`src/design/mm_pkg.sv`:
```
`timescale 1ns / 1ps
// ----------------------------------------------------------------------------
// mm_pkg
// Shared types and constants of the matrix multiply core.
// ----------------------------------------------------------------------------
package mm_pkg;

  localparam int MAX_DIM_DEFAULT = 8;

  localparam int DATA_W   = 32;
  localparam int FRAC_W   = 16;
  localparam int IDX_FLD_W = 3;
  localparam int DIM_REG_W = 4;
  localparam int CMD_W     = 2;
  localparam int CFG_IDX_W = 2;

  localparam int S_TDATA_W = 40;
  localparam int M_TDATA_W = 40;

  localparam logic [CMD_W-1:0] CMD_WRITE_A = 2'd0;
  localparam logic [CMD_W-1:0] CMD_WRITE_B = 2'd1;
  localparam logic [CMD_W-1:0] CMD_COMPUTE = 2'd2;

  localparam logic [CFG_IDX_W-1:0] CFG_ROWS_A    = 2'd0;
  localparam logic [CFG_IDX_W-1:0] CFG_INNER_DIM = 2'd1;
  localparam logic [CFG_IDX_W-1:0] CFG_COLS_B    = 2'd2;

  typedef struct packed {
    logic valid;
    logic first;
    logic last;
  } mac_ctl_t;

endpackage

```
`src/design/mm_store.sv`:
```
`timescale 1ns / 1ps
// ----------------------------------------------------------------------------
// mm_store
// Element store: one write port, one read port with registered read data.
// ----------------------------------------------------------------------------
module mm_store
  import mm_pkg::*;
#(
  parameter int DEPTH  = MAX_DIM_DEFAULT * MAX_DIM_DEFAULT,
  parameter int ADDR_W = 6
) (
  input  logic              clk,
  input  logic              we,
  input  logic [ADDR_W-1:0] waddr,
  input  logic [DATA_W-1:0] wdata,
  input  logic [ADDR_W-1:0] raddr,
  output logic [DATA_W-1:0] rdata
);

  logic [DATA_W-1:0] mem [DEPTH];

  always_ff @(posedge clk) begin
    if (we) begin
      mem[waddr] <= wdata;
    end
  end

  always_ff @(posedge clk) begin
    rdata <= mem[raddr];
  end

endmodule

```
`config.mk`:
```
export PLATFORM = sky130hd
export DESIGN_NAME = mm_store
export DESIGN_NICKNAME = d
export VERILOG_FILES = /design/src/design/mm_pkg.sv /design/src/design/mm_store.sv
export SDC_FILE = /design/constraint.sdc
export NUM_CORES = 2
export LEC_CHECK = 0
export BUFFER_PORTS_ARGS = -buffer_cell sky130_fd_sc_hd__buf_2
export CAP_MARGIN = 30
export CORE_AREA = 2 2 538 273
export DETAILED_ROUTE_END_ITERATION = 10
export DIE_AREA = 0 0 540 275
export PLACE_DENSITY = 0.77
export SLEW_MARGIN = 20
export SYNTH_ARGS = -nofsm -noshare
export SYNTH_HDL_FRONTEND = slang
export SYNTH_SLANG_ARGS = --single-unit
export TNS_END_PERCENT = 5
```
`constraint.sdc`:
```
create_clock -name clk -period 3.3 [get_ports clk]
set_input_delay 0.165 -clock clk [delete_from_list [all_inputs] [get_ports clk]]
set_output_delay 0.165 -clock clk [all_outputs]
set_load 0.01 [all_outputs]
```
# == Yosys cells after proc, flatten, opt, wreduce, memory -nomap -nowiden ==
# Memories as Yosys holds them, arrays and structs flattened. A register that Yosys moved wholly into a read port is not among the register bits.
# Cells that the tools add are included.
# classes
n_addsub,0
eq_ne,0
n_lt_le_gt_ge,0
muxes,2
reduce_logical,0
bitwise,0
div,0
n_shift,0
n_mul,0
# ops
operator,count
two-way mux 1 bit,2
# word_totals
elab_cells,3
output_inout_bits,32
latch_bits,0
regBits,0
in_bits,46
memories,1
romBits,0
ram_bits,2048
# memory_table
memory,words,width,read_ports,rd_clocked_by_memory_dff,write_ports,line_no,text
mem,64,32,1,1,1,mm_store.sv:20,logic [DATA_W-1:0] mem [DEPTH];

# == Longest topological paths before layout ==
# logic_depth
word_depth,2
depth_mapped,10

# == Worst setup path after synthesis ==
# OpenSTA, ideal clock, no wires.
# synth_timing
kind,input -> register
start,input port waddr[3]
end,"memory mem[48][0], enable pin"
slack_ns,-0.025
arrival_ns,2.864
cell_stages,4
setup_time_ns,0.461
cell_sequence,clkbuf_1 nor2b_1 nand4b_1 nor3_1
# synth_lines
item,line_no,text
"start, declared",mm_store.sv:14,"input logic [ADDR_W-1:0] waddr,"
"end, declared",mm_store.sv:20,
# Straight into the memory's write port.

==> flow_summary.yaml <==
power:
  power_density_nw_per_um2: 591.9
  power.leakage_nw: 28.24
  irDropWorstVdd_mv: 0.5129
timing:
  relSlewSlack_pct: 30.31
  fin_crit_sh_pct: 77.39
  hold_slack_ns: 0.07100
  setup_viol: 0
  fin_crit_ns: 2.554
  hold_viol: 0
  maxSlewViolCount: 0
  worst_pin_slew_ns: 1.045
  rsz0062_at_grt: "false"
  fmax_mhz: 391.6
  fin_skew_ns: 0.05203
  fin_ws_ns: 0.7462
logic_synthesis:
  synth_top_family_by_area: "multiplexers"
  synthFlopType: "edfxtp_1"
  syn_inst: 3324
  postSynthAreaPerCell_um2: 23.62
  synth_xor_area_share_pct: 0
  synth_area_um2: 78520
  yosys.area_share.adder_pct: 0
  synth-edff-count: 2048
  yosys_warnings: 0
  yosys.area_share.simple_pct: 1.265
  ys_seq_area_share_pct: 79.14
  postSynth.asyncResetShare_pct: 0
  ys_ff_latch: 2080
  synthMuxAreaShare_pct: 16.79
  syn_nets: 3370
  synth_cell_types: 34
  synth_compound_area_share_pct: 1.673
grt:
  grt_overflow: 0
  grt_max_degree: 66
  groute.usage.overall_pct: 29.96
  antenna_found_initial: 18
  grt_pass1_wl_um: 307800
  grt_pass1_vias: 39420
cts:
  clockBufferDepth: 4
  cts_tree: "yes"
  clock_latency_ns: 0.84
  cts_resized: 0
  clk_pin_slew_ns: 0.07
  clkSinkCount: 2080
  cts_made_buffers: 171
  htree_levels: 4
  root_buffer: "clkbuf_16"
route:
  avgRoutedWirePerCell_um: 38.22
  firstDrtPassIters: 5
  remaining_drc_errors: 0
  routed_wl_um: 220000
  via_count: 40020
  antenna_left: 0
  drt_iter0_markers: 7542
  viasPerCell: 6.952
min_path:
  min_path_cells: 3
  whs_endpoint: "mem[54][20]$_DFFE_PP_"
  hp-start: "waddr[2]"
  hold_path.class: "in2reg"
floorplan:
  io_pins: 78
  die_w_um: 540
  coreArea_um2: 144200
  die_y_um: 275
  start_util_pct: 54.46
  rows: 99
  dieArea_um2: 148500
placement:
  hpwlAfterDp_um: 122700
  port_buffers: 77
  place_ws_ns: 0.06902
  placedCellCount: 5408
  place_congestion: 0.8271
  dpl-instance-area_um2: 83940
finish:
  stdcell_count: 5757
  final_cell_mix: "2048 x edfxtp_1, 544 x mux4_2, 197 x buf_4"
  stdcell_area_um2: 89920
  area_delta_synth_final_pct: 14.53
  final_common_cell: "edfxtp_1"
  fillers: 9244
  drive_above_1_share_pct: 31.71
  fin_nets: 3745
critical_path:
  critPathLaunchType: "input port"
  reg2reg_slack_ns: 0.85
  crit_fanout: 47
  cp-startpoint: "raddr[1]"
  worstPathRequired_ns: 3.95
  path_class: "in2reg"
  crit_path_end_kind: "flop"
  r2r_start: "mem[11][22]$_DFFE_PP_"
  reg2reg_depth: 4
  worst_ep_arrival_time_ns: 3.21
  r2r_end: "rdata[22]$_DFF_P_"
job:
  drv_cap: 0
status:
  status: "completed"
[cell usage after synthesis (3+ instances only)]
cell      number  share of area, %
a21oi_1       62              0.40
a22oi_1       12              0.11
a311oi_1       8             0.089
a41o_1         4             0.051
and3_1         4             0.032
buf_1         21              0.10
buf_2         57              0.36
buf_4         25              0.24
buf_6          5             0.072
clkbuf_1      74              0.35
dfxtp_1       32              0.82
edfxtp_1    2048                78
mux2i_1       93               1.2
mux4_2       544                16
nand2_1       26              0.12
nand2b_1       8             0.064
nand3_1        5             0.032
nand3b_1       5             0.048
nor2_1       137              0.65
nor2b_1       15              0.12
nor3_1         7             0.045
o221ai_1      27              0.30
o22ai_1       84              0.67
o32ai_1        4             0.045
or3_1          3             0.024
or3b_2         3             0.033
[registers in the layout, indices dropped and copies added, names as in the netlist]
signal  flops
mem      2048
rdata      32
[critical path: stages]
cell      delay [ns]
buf_8           0.47
buf_4           0.31
nand3b_1        0.57
o221ai_1        0.75
a21oi_1         0.11
a21oi_1         0.66
nor2_1          0.09
[area by class of cell]
cell class	count	area [um^2]	share of cell area (%)
diodes	6	15.01	0.01670
clock buffers	203	4524	5.031
well taps	1919	2401	2.670
multi-input cells	1062	15970	17.76
repair buffers	384	3836	4.266
clock inverters	103	1033	1.149
flip-flops and latches	2080	62140	69.10
[logic make-up after synthesis]
| family | count (synthesis) |
|---|---|
| compound gates | 202 |
| buf+inv | 182 |
| flops | 2080 |
| mux | 637 |
| simple gates | 223 |
[metrics by stage]
| stage | utilization [%] | TNS [ns] | total power [W] |
|---|---|---|---|
| floorplan | - | -0.5770 | 0.03131 |
| global placement | 57.90 | -0.03790 | 0.03273 |
| detailed placement | 58.22 | 0 | 0.03285 |
| CTS | 62.25 | 0 | 0.05326 |
| global route | 62.36 | 0 | 0.05441 |
| finish | 62.37 | 0 | 0.05323 |
[layer usage]
metal | track usage, % | share of wire, % | up-vias | routed length (um)
met1 | 44.97 | 36 | 20970 | 80180
met5 | 0 | 0.0073 | - | 16
li1 | - | - | 15010 | -
met4 | 7.440 | 2.5 | 4 | 5436
met2 | 42.42 | 43 | 3648 | 94730
met3 | 10.54 | 18 | 384 | 39680
[worst max path at each step]
| stage | to | slack [ns] | cells after the start |
|---|---|---|---|
| final | rdata[19]$_DFF_P_ | 0.75 | 7 |
| after global placement | rdata[18]$_DFF_P_ | -0.04 | 7 |
| after floorplan | mem[49][0]$_DFFE_PP_ | -0.02 | 4 |
| after detailed placement | rdata[5]$_DFF_P_ | 0.07 | 7 |
| after global routing | rdata[5]$_DFF_P_ | 0.74 | 7 |
| after CTS | rdata[5]$_DFF_P_ | 0.91 | 7 |
[power by group]
| group | leakage (nW) | switching (W) | internal, W |
|---|---|---|---|
| combinational | 6.83 | 0.00187 | 0.00119 |
| sequential | 18.7 | 0.000129 | 0.0292 |
| clock | 2.72 | 0.00943 | 0.0114 |
| total | 28.2 | 0.0114 | 0.0418 |
[repair_timing]
item / 4_1_cts / 5_1_grt
endpoints found under the hold margin: 751 / 275
hold buffers: 26 / 6
setup buffers: 0 / 0
No activity file was read; power rests on OpenSTA's default activity.
