[config.mk]
export PLATFORM = sky130hd
export DESIGN_NAME = mm_mac
export DESIGN_NICKNAME = d
export VERILOG_FILES = /design/src/design/mm_pkg.sv /design/src/design/mm_mac.sv
export SDC_FILE = /design/constraint.sdc
export NUM_CORES = 2
export LEC_CHECK = 0
export BUFFER_PORTS_ARGS = -buffer_cell sky130_fd_sc_hd__buf_2
export CAP_MARGIN = 25
export CELL_PAD_IN_SITES_DETAIL_PLACEMENT = 1
export CELL_PAD_IN_SITES_GLOBAL_PLACEMENT = 1
export CORE_MARGIN = 2
export CORE_UTILIZATION = 40
export DETAILED_ROUTE_END_ITERATION = 10
export HOLD_SLACK_MARGIN = 0.03
export PLACE_DENSITY_LB_ADDON = 0.1
export SETUP_SLACK_MARGIN = 0.15
export SYNTH_ARGS = -nofsm -noshare
export SYNTH_HDL_FRONTEND = slang
export SYNTH_SLANG_ARGS = --single-unit
[constraint.sdc]
create_clock -name clk -period 7.8 [get_ports clk]
set_input_delay 0.78 -clock clk [delete_from_list [all_inputs] [get_ports clk]]
set_output_delay 0.78 -clock clk [all_outputs]
set_load 0.1 [all_outputs]
[src/design/mm_pkg.sv]
`timescale 1ns / 1ps
// ----------------------------------------------------------------------------
// mm_pkg
// Shared types and constants of the matrix multiply core.
// ----------------------------------------------------------------------------
package mm_pkg;

  localparam int MAX_DIM_DEFAULT = 8;

  localparam int DATA_W   = 32;
  localparam int FRAC_W   = 16;
  localparam int IDX_FLD_W = 3;
  localparam int DIM_REG_W = 4;
  localparam int CMD_W     = 2;
  localparam int CFG_IDX_W = 2;

  localparam int S_TDATA_W = 40;
  localparam int M_TDATA_W = 40;

  localparam logic [CMD_W-1:0] CMD_WRITE_A = 2'd0;
  localparam logic [CMD_W-1:0] CMD_WRITE_B = 2'd1;
  localparam logic [CMD_W-1:0] CMD_COMPUTE = 2'd2;

  localparam logic [CFG_IDX_W-1:0] CFG_ROWS_A    = 2'd0;
  localparam logic [CFG_IDX_W-1:0] CFG_INNER_DIM = 2'd1;
  localparam logic [CFG_IDX_W-1:0] CFG_COLS_B    = 2'd2;

  typedef struct packed {
    logic valid;
    logic first;
    logic last;
  } mac_ctl_t;

endpackage

[src/design/mm_mac.sv]
`timescale 1ns / 1ps
// ----------------------------------------------------------------------------
// mm_mac
// Shared multiply-accumulate unit: registered 32x32 product, exact wide
// accumulator, floor shift by the fraction width and 32-bit saturation.
// ----------------------------------------------------------------------------
module mm_mac
  import mm_pkg::*;
#(
  parameter int MAX_DIM = MAX_DIM_DEFAULT
) (
  input  logic              clk,
  input  logic              rst,
  input  mac_ctl_t          ctl,
  input  logic [DATA_W-1:0] a_data,
  input  logic [DATA_W-1:0] b_data,
  output logic              done,
  output logic [DATA_W-1:0] result,
  output logic              saturated
);

  localparam int PROD_W = 2 * DATA_W;
  localparam int ACC_W  = PROD_W + 1 + $clog2(MAX_DIM);
  localparam int SH_W   = ACC_W - FRAC_W;

  mac_ctl_t                   ctl_q;
  mac_ctl_t                   ctl_p;
  logic signed [PROD_W-1:0]   prod;
  logic signed [ACC_W-1:0]    acc;
  logic signed [ACC_W-1:0]    acc_next;
  logic        [SH_W-1:0]     shifted;
  logic        [SH_W-DATA_W:0] upper;

  // control lines up with the registered store read
  always_ff @(posedge clk) begin
    if (rst) begin
      ctl_q <= '0;
      ctl_p <= '0;
      done  <= 1'b0;
    end else begin
      ctl_q <= ctl;
      ctl_p <= ctl_q;
      done  <= ctl_p.valid && ctl_p.last;
    end
  end

  always_ff @(posedge clk) begin
    prod <= $signed(a_data) * $signed(b_data);
  end

  always_comb begin
    if (ctl_p.first) begin
      acc_next = ACC_W'(prod);
    end else begin
      acc_next = acc + ACC_W'(prod);
    end
  end

  always_ff @(posedge clk) begin
    if (ctl_p.valid) begin
      acc <= acc_next;
    end
  end

  assign shifted = acc[ACC_W-1:FRAC_W];
  assign upper   = shifted[SH_W-1:DATA_W-1];

  always_comb begin
    if ((&upper) || !(|upper)) begin
      result    = shifted[DATA_W-1:0];
      saturated = 1'b0;
    end else begin
      result    = upper[SH_W-DATA_W] ? {1'b1, {(DATA_W-1){1'b0}}}
                                     : {1'b0, {(DATA_W-1){1'b1}}};
      saturated = 1'b1;
    end
  end

endmodule

# Word level (Yosys, flattened, before mapping)
# Index checks and enable logic that the tools add are counted.
# totals
register_bits,139
in_bits,69
word_cells,20
output_inout_bits,34
# classes
mul,1
mux,4
n_reduce_logical,5
n_addsub,1
# ops
operator,count
$add 68x64->68,1
$mux 68,1
$mul 32x32->64,1
$mux 32,2
$reduce_and 21->1,1
$reduce_or 21->1,1
$logic_and 1x1->1,1
$logic_not 1->1,1
$logic_or 1x1->1,1
$mux 1,1

# Depth between registers and ports, before layout
# depth
depth_word,4
ltp_mapped,28

# Least setup slack after synthesis
# No wires, ideal clock.
# synth_path
path_type,in2reg
startpoint,input port a_data[31]
endpoint,register prod[62]
setup_time_ns,0.131
t_arrival_ns,7.815
setup_slack_ns,-0.146
cell_stages,27
required_time_ns,7.669
path_cell_list,clkbuf_1 > nand2_1 > inv_1 > fa_1 > inv_1 > fa_1 > inv_1 > fa_1 > fa_1 > inv_1 > fa_1 > inv_1 > fa_1 > inv_1 > fa_1 > fa_1 > inv_1 > ha_1 > clkbuf_1 > a21o_1 > a21oi_1 > nor2b_1 > a311o_1 > a21oi_1 > o21a_1 > o31ai_1 > xor2_1
# synth_via
elab_chain_cells,1
# synth_rtl
element,line,rtl
"start, declared",mm_mac.sv:15,"input logic [DATA_W-1:0] a_data,"
$mul 32x32->64,mm_mac.sv:48,prod <= $signed(a_data) * $signed(b_data);
"end signal, assigned",mm_mac.sv:48,
"end, declared",mm_mac.sv:28,logic signed [PROD_W-1:0] prod;
# No other way between the ends.
# A chain may end at the register's enable or synchronous reset.

# Final worst setup path
# layout_path
startpoint,input port a_data[26]
endpoint,register prod[51]
# The elaborated chain is that of the path after synthesis.

==> reports/summary.log <==
qor: outcome.outcome finished clean
qor: placement.post-dp-hpwl 122000 um
qor: detailed_routing.wirelength 138000 um
qor: timing.relSlewSlack 42.0%
qor: placement.portBuffers 102
qor: min_path.number_of_instances_on_the_worst_hold_path 2
qor: worst_setup_path.crit_path_top_delay_cell sky130_fd_sc_hd__fa_1
qor: detailed_routing.initialDrtViolationCount 1536
qor: layout.layout_common_cells sky130_fd_sc_hd__fa_1 (1068), sky130_fd_sc_hd__inv_1 (995), sky130_fd_sc_hd__nand2_1 (606), sky130_fd_sc_hd__and2_1 (519), sky130_fd_sc_hd__buf_4 (443)
qor: floorplanning.pin_count 103
qor: layout.layout-drive-gt1-share 14.2%
qor: grt.global_route_wire_length_before_repair 218000 um
qor: clocking.sinks_on_clock_net 139
qor: floorplanning.chipWidth 337 um
qor: floorplanning.start_util 40.2%
qor: clocking.ctsLongestPathBuffers 2
qor: layout.design.final.nets 6525
qor: grt.grt_start_max_net_pins 84
qor: min_path.timing.hold.worst.class reg2reg
qor: worst_setup_path.timing.critical_path.to_type register
qor: logic_synthesis.syn_nets 6148
qor: detailed_routing.drt-pass1-iter-count 5
qor: detailed_routing.top_signal_layer_used met4
qor: timing.fmax 134 MHz
qor: timing.worst-slew-pin-transition 0.870 ns
qor: detailed_routing.via_count 33.2k
qor: detailed_routing.detail_route.wirelength.met1 66200 um
qor: logic_synthesis.share_of_flip_flops_with_an_asynchronous_set_or_reset 0%
qor: floorplanning.design.die.area 114000 sq um
qor: worst_setup_path.rr_worst_depth 13
qor: worst_setup_path.critPathMaxFanout 7
qor: worst_setup_path.critPathLaunchType primary input
qor: logic_synthesis.yosys.cell_types.count 82
qor: clocking.cts_htree_levels 4
qor: grt.grt_util_all_layers 25.1%
qor: flow_run.timing.max_cap.violations 0
qor: clocking.cell_at_the_root_of_the_clock_tree sky130_fd_sc_hd__clkbuf_16
qor: logic_synthesis.synth-seq-cells 139
qor: detailed_routing.post_drt_wl_per_cell 20.9 um
qor: detailed_routing.antenna_violating_nets_post_route 0
qor: worst_setup_path.critical-path-max-stage-delay 0.57 ns
qor: worst_setup_path.timing.critical_path.mode_cell sky130_fd_sc_hd__fa_1
qor: timing.final_max_slew_viol_count 0
qor: floorplanning.fp-row-count 122
qor: timing.setup_violations 0
qor: timing.grt_setup_unrepaired no
qor: grt.antenna_found_initial 1
qor: detailed_routing.met2_wirelength 63400 um
qor: timing.worst_slack 0.339 ns
qor: timing.fin_skew 0.0110 ns
qor: logic_synthesis.synth_enable_flop_cells 68
qor: timing.final_period_minus_worst_setup_slack 7.46 ns
qor: timing.timing_hold_violations_final 0
qor: placement.gp_congestion 0.869
qor: layout.layout-area-overhead-vs-synth 15.7%
qor: placement.dp_worst_setup_slack -0.564 ns
qor: logic_synthesis.synth_warnings 0
qor: logic_synthesis.avgSynthCellArea 9.36 sq um
qor: placement.postPlaceCellArea 50200 sq um
qor: worst_setup_path.critPathKind in2reg
qor: floorplanning.design.core.area 110000 sq um
qor: clocking.cts_inserted_buffers 17
qor: clocking.clkLatencyLatePin 0.45 ns
qor: timing.min_period_over_period 95.6%
qor: worst_setup_path.required 8.13 ns
qor: layout.layout_commonest_cell sky130_fd_sc_hd__fa_1
qor: worst_setup_path.worst-endpoint-arrival 7.79 ns
qor: clocking.cts_hold_buf 0
qor: placement.post-place-cells 6581
qor: logic_synthesis.postSynthCellCount 4745
qor: logic_synthesis.proportion_of_synthesized_chip_area_in_sequential_cells 7.80%
qor: grt.via_count_of_the_first_global_routing_pass 37.7k
qor: layout.num-fill-cells 12.7k
qor: layout.final_standard_cell_count_with_taps_included_and_fillers_excluded 6626
qor: detailed_routing.routed-wl-met3 5520 um
qor: logic_synthesis.syn-cell-area 44400 sq um
qor: clocking.tritoncts built
qor: detailed_routing.route.detailed.vias_per_inst 5.01
qor: worst_setup_path.crit_chain clkbuf_4 -> buf_4 -> and2_1 -> fa_1 -> fa_1 -> inv_1 -> fa_1 -> fa_1 -> inv_1 -> fa_1 -> fa_1 -> fa_1 -> fa_1 -> ha_1 -> a21o_1 -> a21o_1 -> a21o_1 -> a221o_1 -> a21oi_2 -> o21ai_4 -> a41o_1 -> a21oi_1 -> o21ai_0 -> xor2_1
qor: layout.finalInstanceArea 51400 sq um
qor: logic_synthesis.synth_ff_type sky130_fd_sc_hd__dfxtp_1
qor: grt.globalRouteOverflowTotal 0
qor: floorplanning.die-height 337 um
qor: detailed_routing.drc_errors 0
qor: clocking.worst_setup_hold_path_clk_slew 0.06 ns
-- path summary, 6_finish.rpt --
check | from | endpoint | slack (ns)
worst max register to register | acc[0]$_DFFE_PP_ | acc[66]$_DFFE_PP_ | 3.75
worst min register to register | ctl_p[0]$_SDFF_PP0_ | done$_SDFF_PP0_ | 0.42
worst max-delay path | a_data[26] | prod[51]$_DFF_P_ | 0.34
worst min-delay path | ctl_p[0]$_SDFF_PP0_ | done$_SDFF_PP0_ | 0.42
-- synthesized netlist by cell type (4+ instances only) --
cell type,number,share of area [%]
sky130_fd_sc_hd__nor2b_1,21,0.30
sky130_fd_sc_hd__a41oi_1,5,0.099
sky130_fd_sc_hd__nand4_1,21,0.30
sky130_fd_sc_hd__xor2_1,42,0.83
sky130_fd_sc_hd__and3_1,17,0.24
sky130_fd_sc_hd__a21o_1,90,1.5
sky130_fd_sc_hd__inv_1,1000,8.5
sky130_fd_sc_hd__ha_1,251,7.1
sky130_fd_sc_hd__edfxtp_1,68,4.6
sky130_fd_sc_hd__nor3b_1,6,0.10
sky130_fd_sc_hd__a21oi_1,130,1.5
sky130_fd_sc_hd__o211ai_1,6,0.10
sky130_fd_sc_hd__nand3_1,26,0.29
sky130_fd_sc_hd__buf_1,4,0.034
sky130_fd_sc_hd__a31oi_1,16,0.23
sky130_fd_sc_hd__xnor2_1,82,1.6
sky130_fd_sc_hd__and4_1,4,0.079
sky130_fd_sc_hd__nor4_1,9,0.13
sky130_fd_sc_hd__nand2_1,608,5.1
sky130_fd_sc_hd__nor2_1,80,0.68
sky130_fd_sc_hd__nor4b_1,7,0.14
sky130_fd_sc_hd__o21a_1,24,0.41
sky130_fd_sc_hd__clkbuf_1,232,2.0
sky130_fd_sc_hd__nand2b_1,20,0.28
sky130_fd_sc_hd__and2_1,522,7.4
sky130_fd_sc_hd__nor3_1,28,0.32
sky130_fd_sc_hd__a211oi_1,18,0.30
sky130_fd_sc_hd__fa_1,1083,49
sky130_fd_sc_hd__o21bai_1,32,0.54
sky130_fd_sc_hd__a211o_1,4,0.079
sky130_fd_sc_hd__or2_2,6,0.085
sky130_fd_sc_hd__o21ai_0,112,1.3
sky130_fd_sc_hd__or3_1,6,0.085
sky130_fd_sc_hd__o31ai_1,14,0.24
sky130_fd_sc_hd__dfxtp_1,71,3.2
-- kinds of logic (layout without fill, tap and decap cells) --
logic type / Yosys count / count (layout) / synth area share [%]
AND/OR/NAND/NOR: 1389 / 1389 / 15.6
adder cells (fa/ha/maj): 1334 / 1334 / 55.9
other: 0 / 3 / 0
XOR/XNOR: 124 / 124 / 2.45
AO/OA/AOI/OAI: 511 / 511 / 7.55
multiplexers: 4 / 4 / 0.0986
buffers and inverters: 1244 / 1634 / 10.6
flip-flops: 139 / 139 / 7.80
-- worst max-delay path: cells and delay by family --
family,cells,cell delay [ns]
adders and majority gates,9,4.42
AOI/OAI and AO/OA,9,1.69
buffers and inverters,4,0.56
and+or+nand+nor,1,0.17
xor gates and xnor gates,1,0.15
-- registers in the layout, summed over array words and instances (netlist names) --
signal  cells
ctl_q       3
acc        68
done        1
ctl_p       3
prod       64
-- final cells by class --
| class | count | area (sq um) | share of cell area [%] |
|---|---|---|---|
| repair buffers | 602 | 5160 | 10.1 |
| multi-input cells | 3362 | 36500 | 71.1 |
| clock inverters | 14 | 115 | 0.224 |
| diodes | 3 | 7.51 | 0.0146 |
| clock buffers | 18 | 439 | 0.855 |
| inverters | 1000 | 3760 | 7.32 |
| flip-flops and latches | 139 | 3470 | 6.76 |
| well taps | 1488 | 1860 | 3.63 |
-- layer usage --
layer	up-vias	track usage, %
li1	15000	-
met2	558	40.5
met3	114	2.73
met5	-	0
met4	0	5.42
met1	17500	36.5
-- metrics by stage --
step	util, %	hold WS [ns]	TNS (ns)
global route	46.5	0.427	0
global placement	45.5	0.398	-6.15
detailed placement	45.5	0.413	-8.85
CTS	46.1	0.421	0
floorplan	-	0.395	0
finish	46.5	0.415	0
-- repair_timing --
action | CTS | global route
endpoints found under the hold margin | 0 | 0
pin swaps | 2 | 42
buffers inserted | 1 | 4
setup endpoints to repair | 15 | 24
resized for setup | 10 | 108
gates cloned | 0 | 4
Power is left out: the tool's default activity adds up to more than one toggle a clock period on the data nets, which glitch-free logic cannot reach.
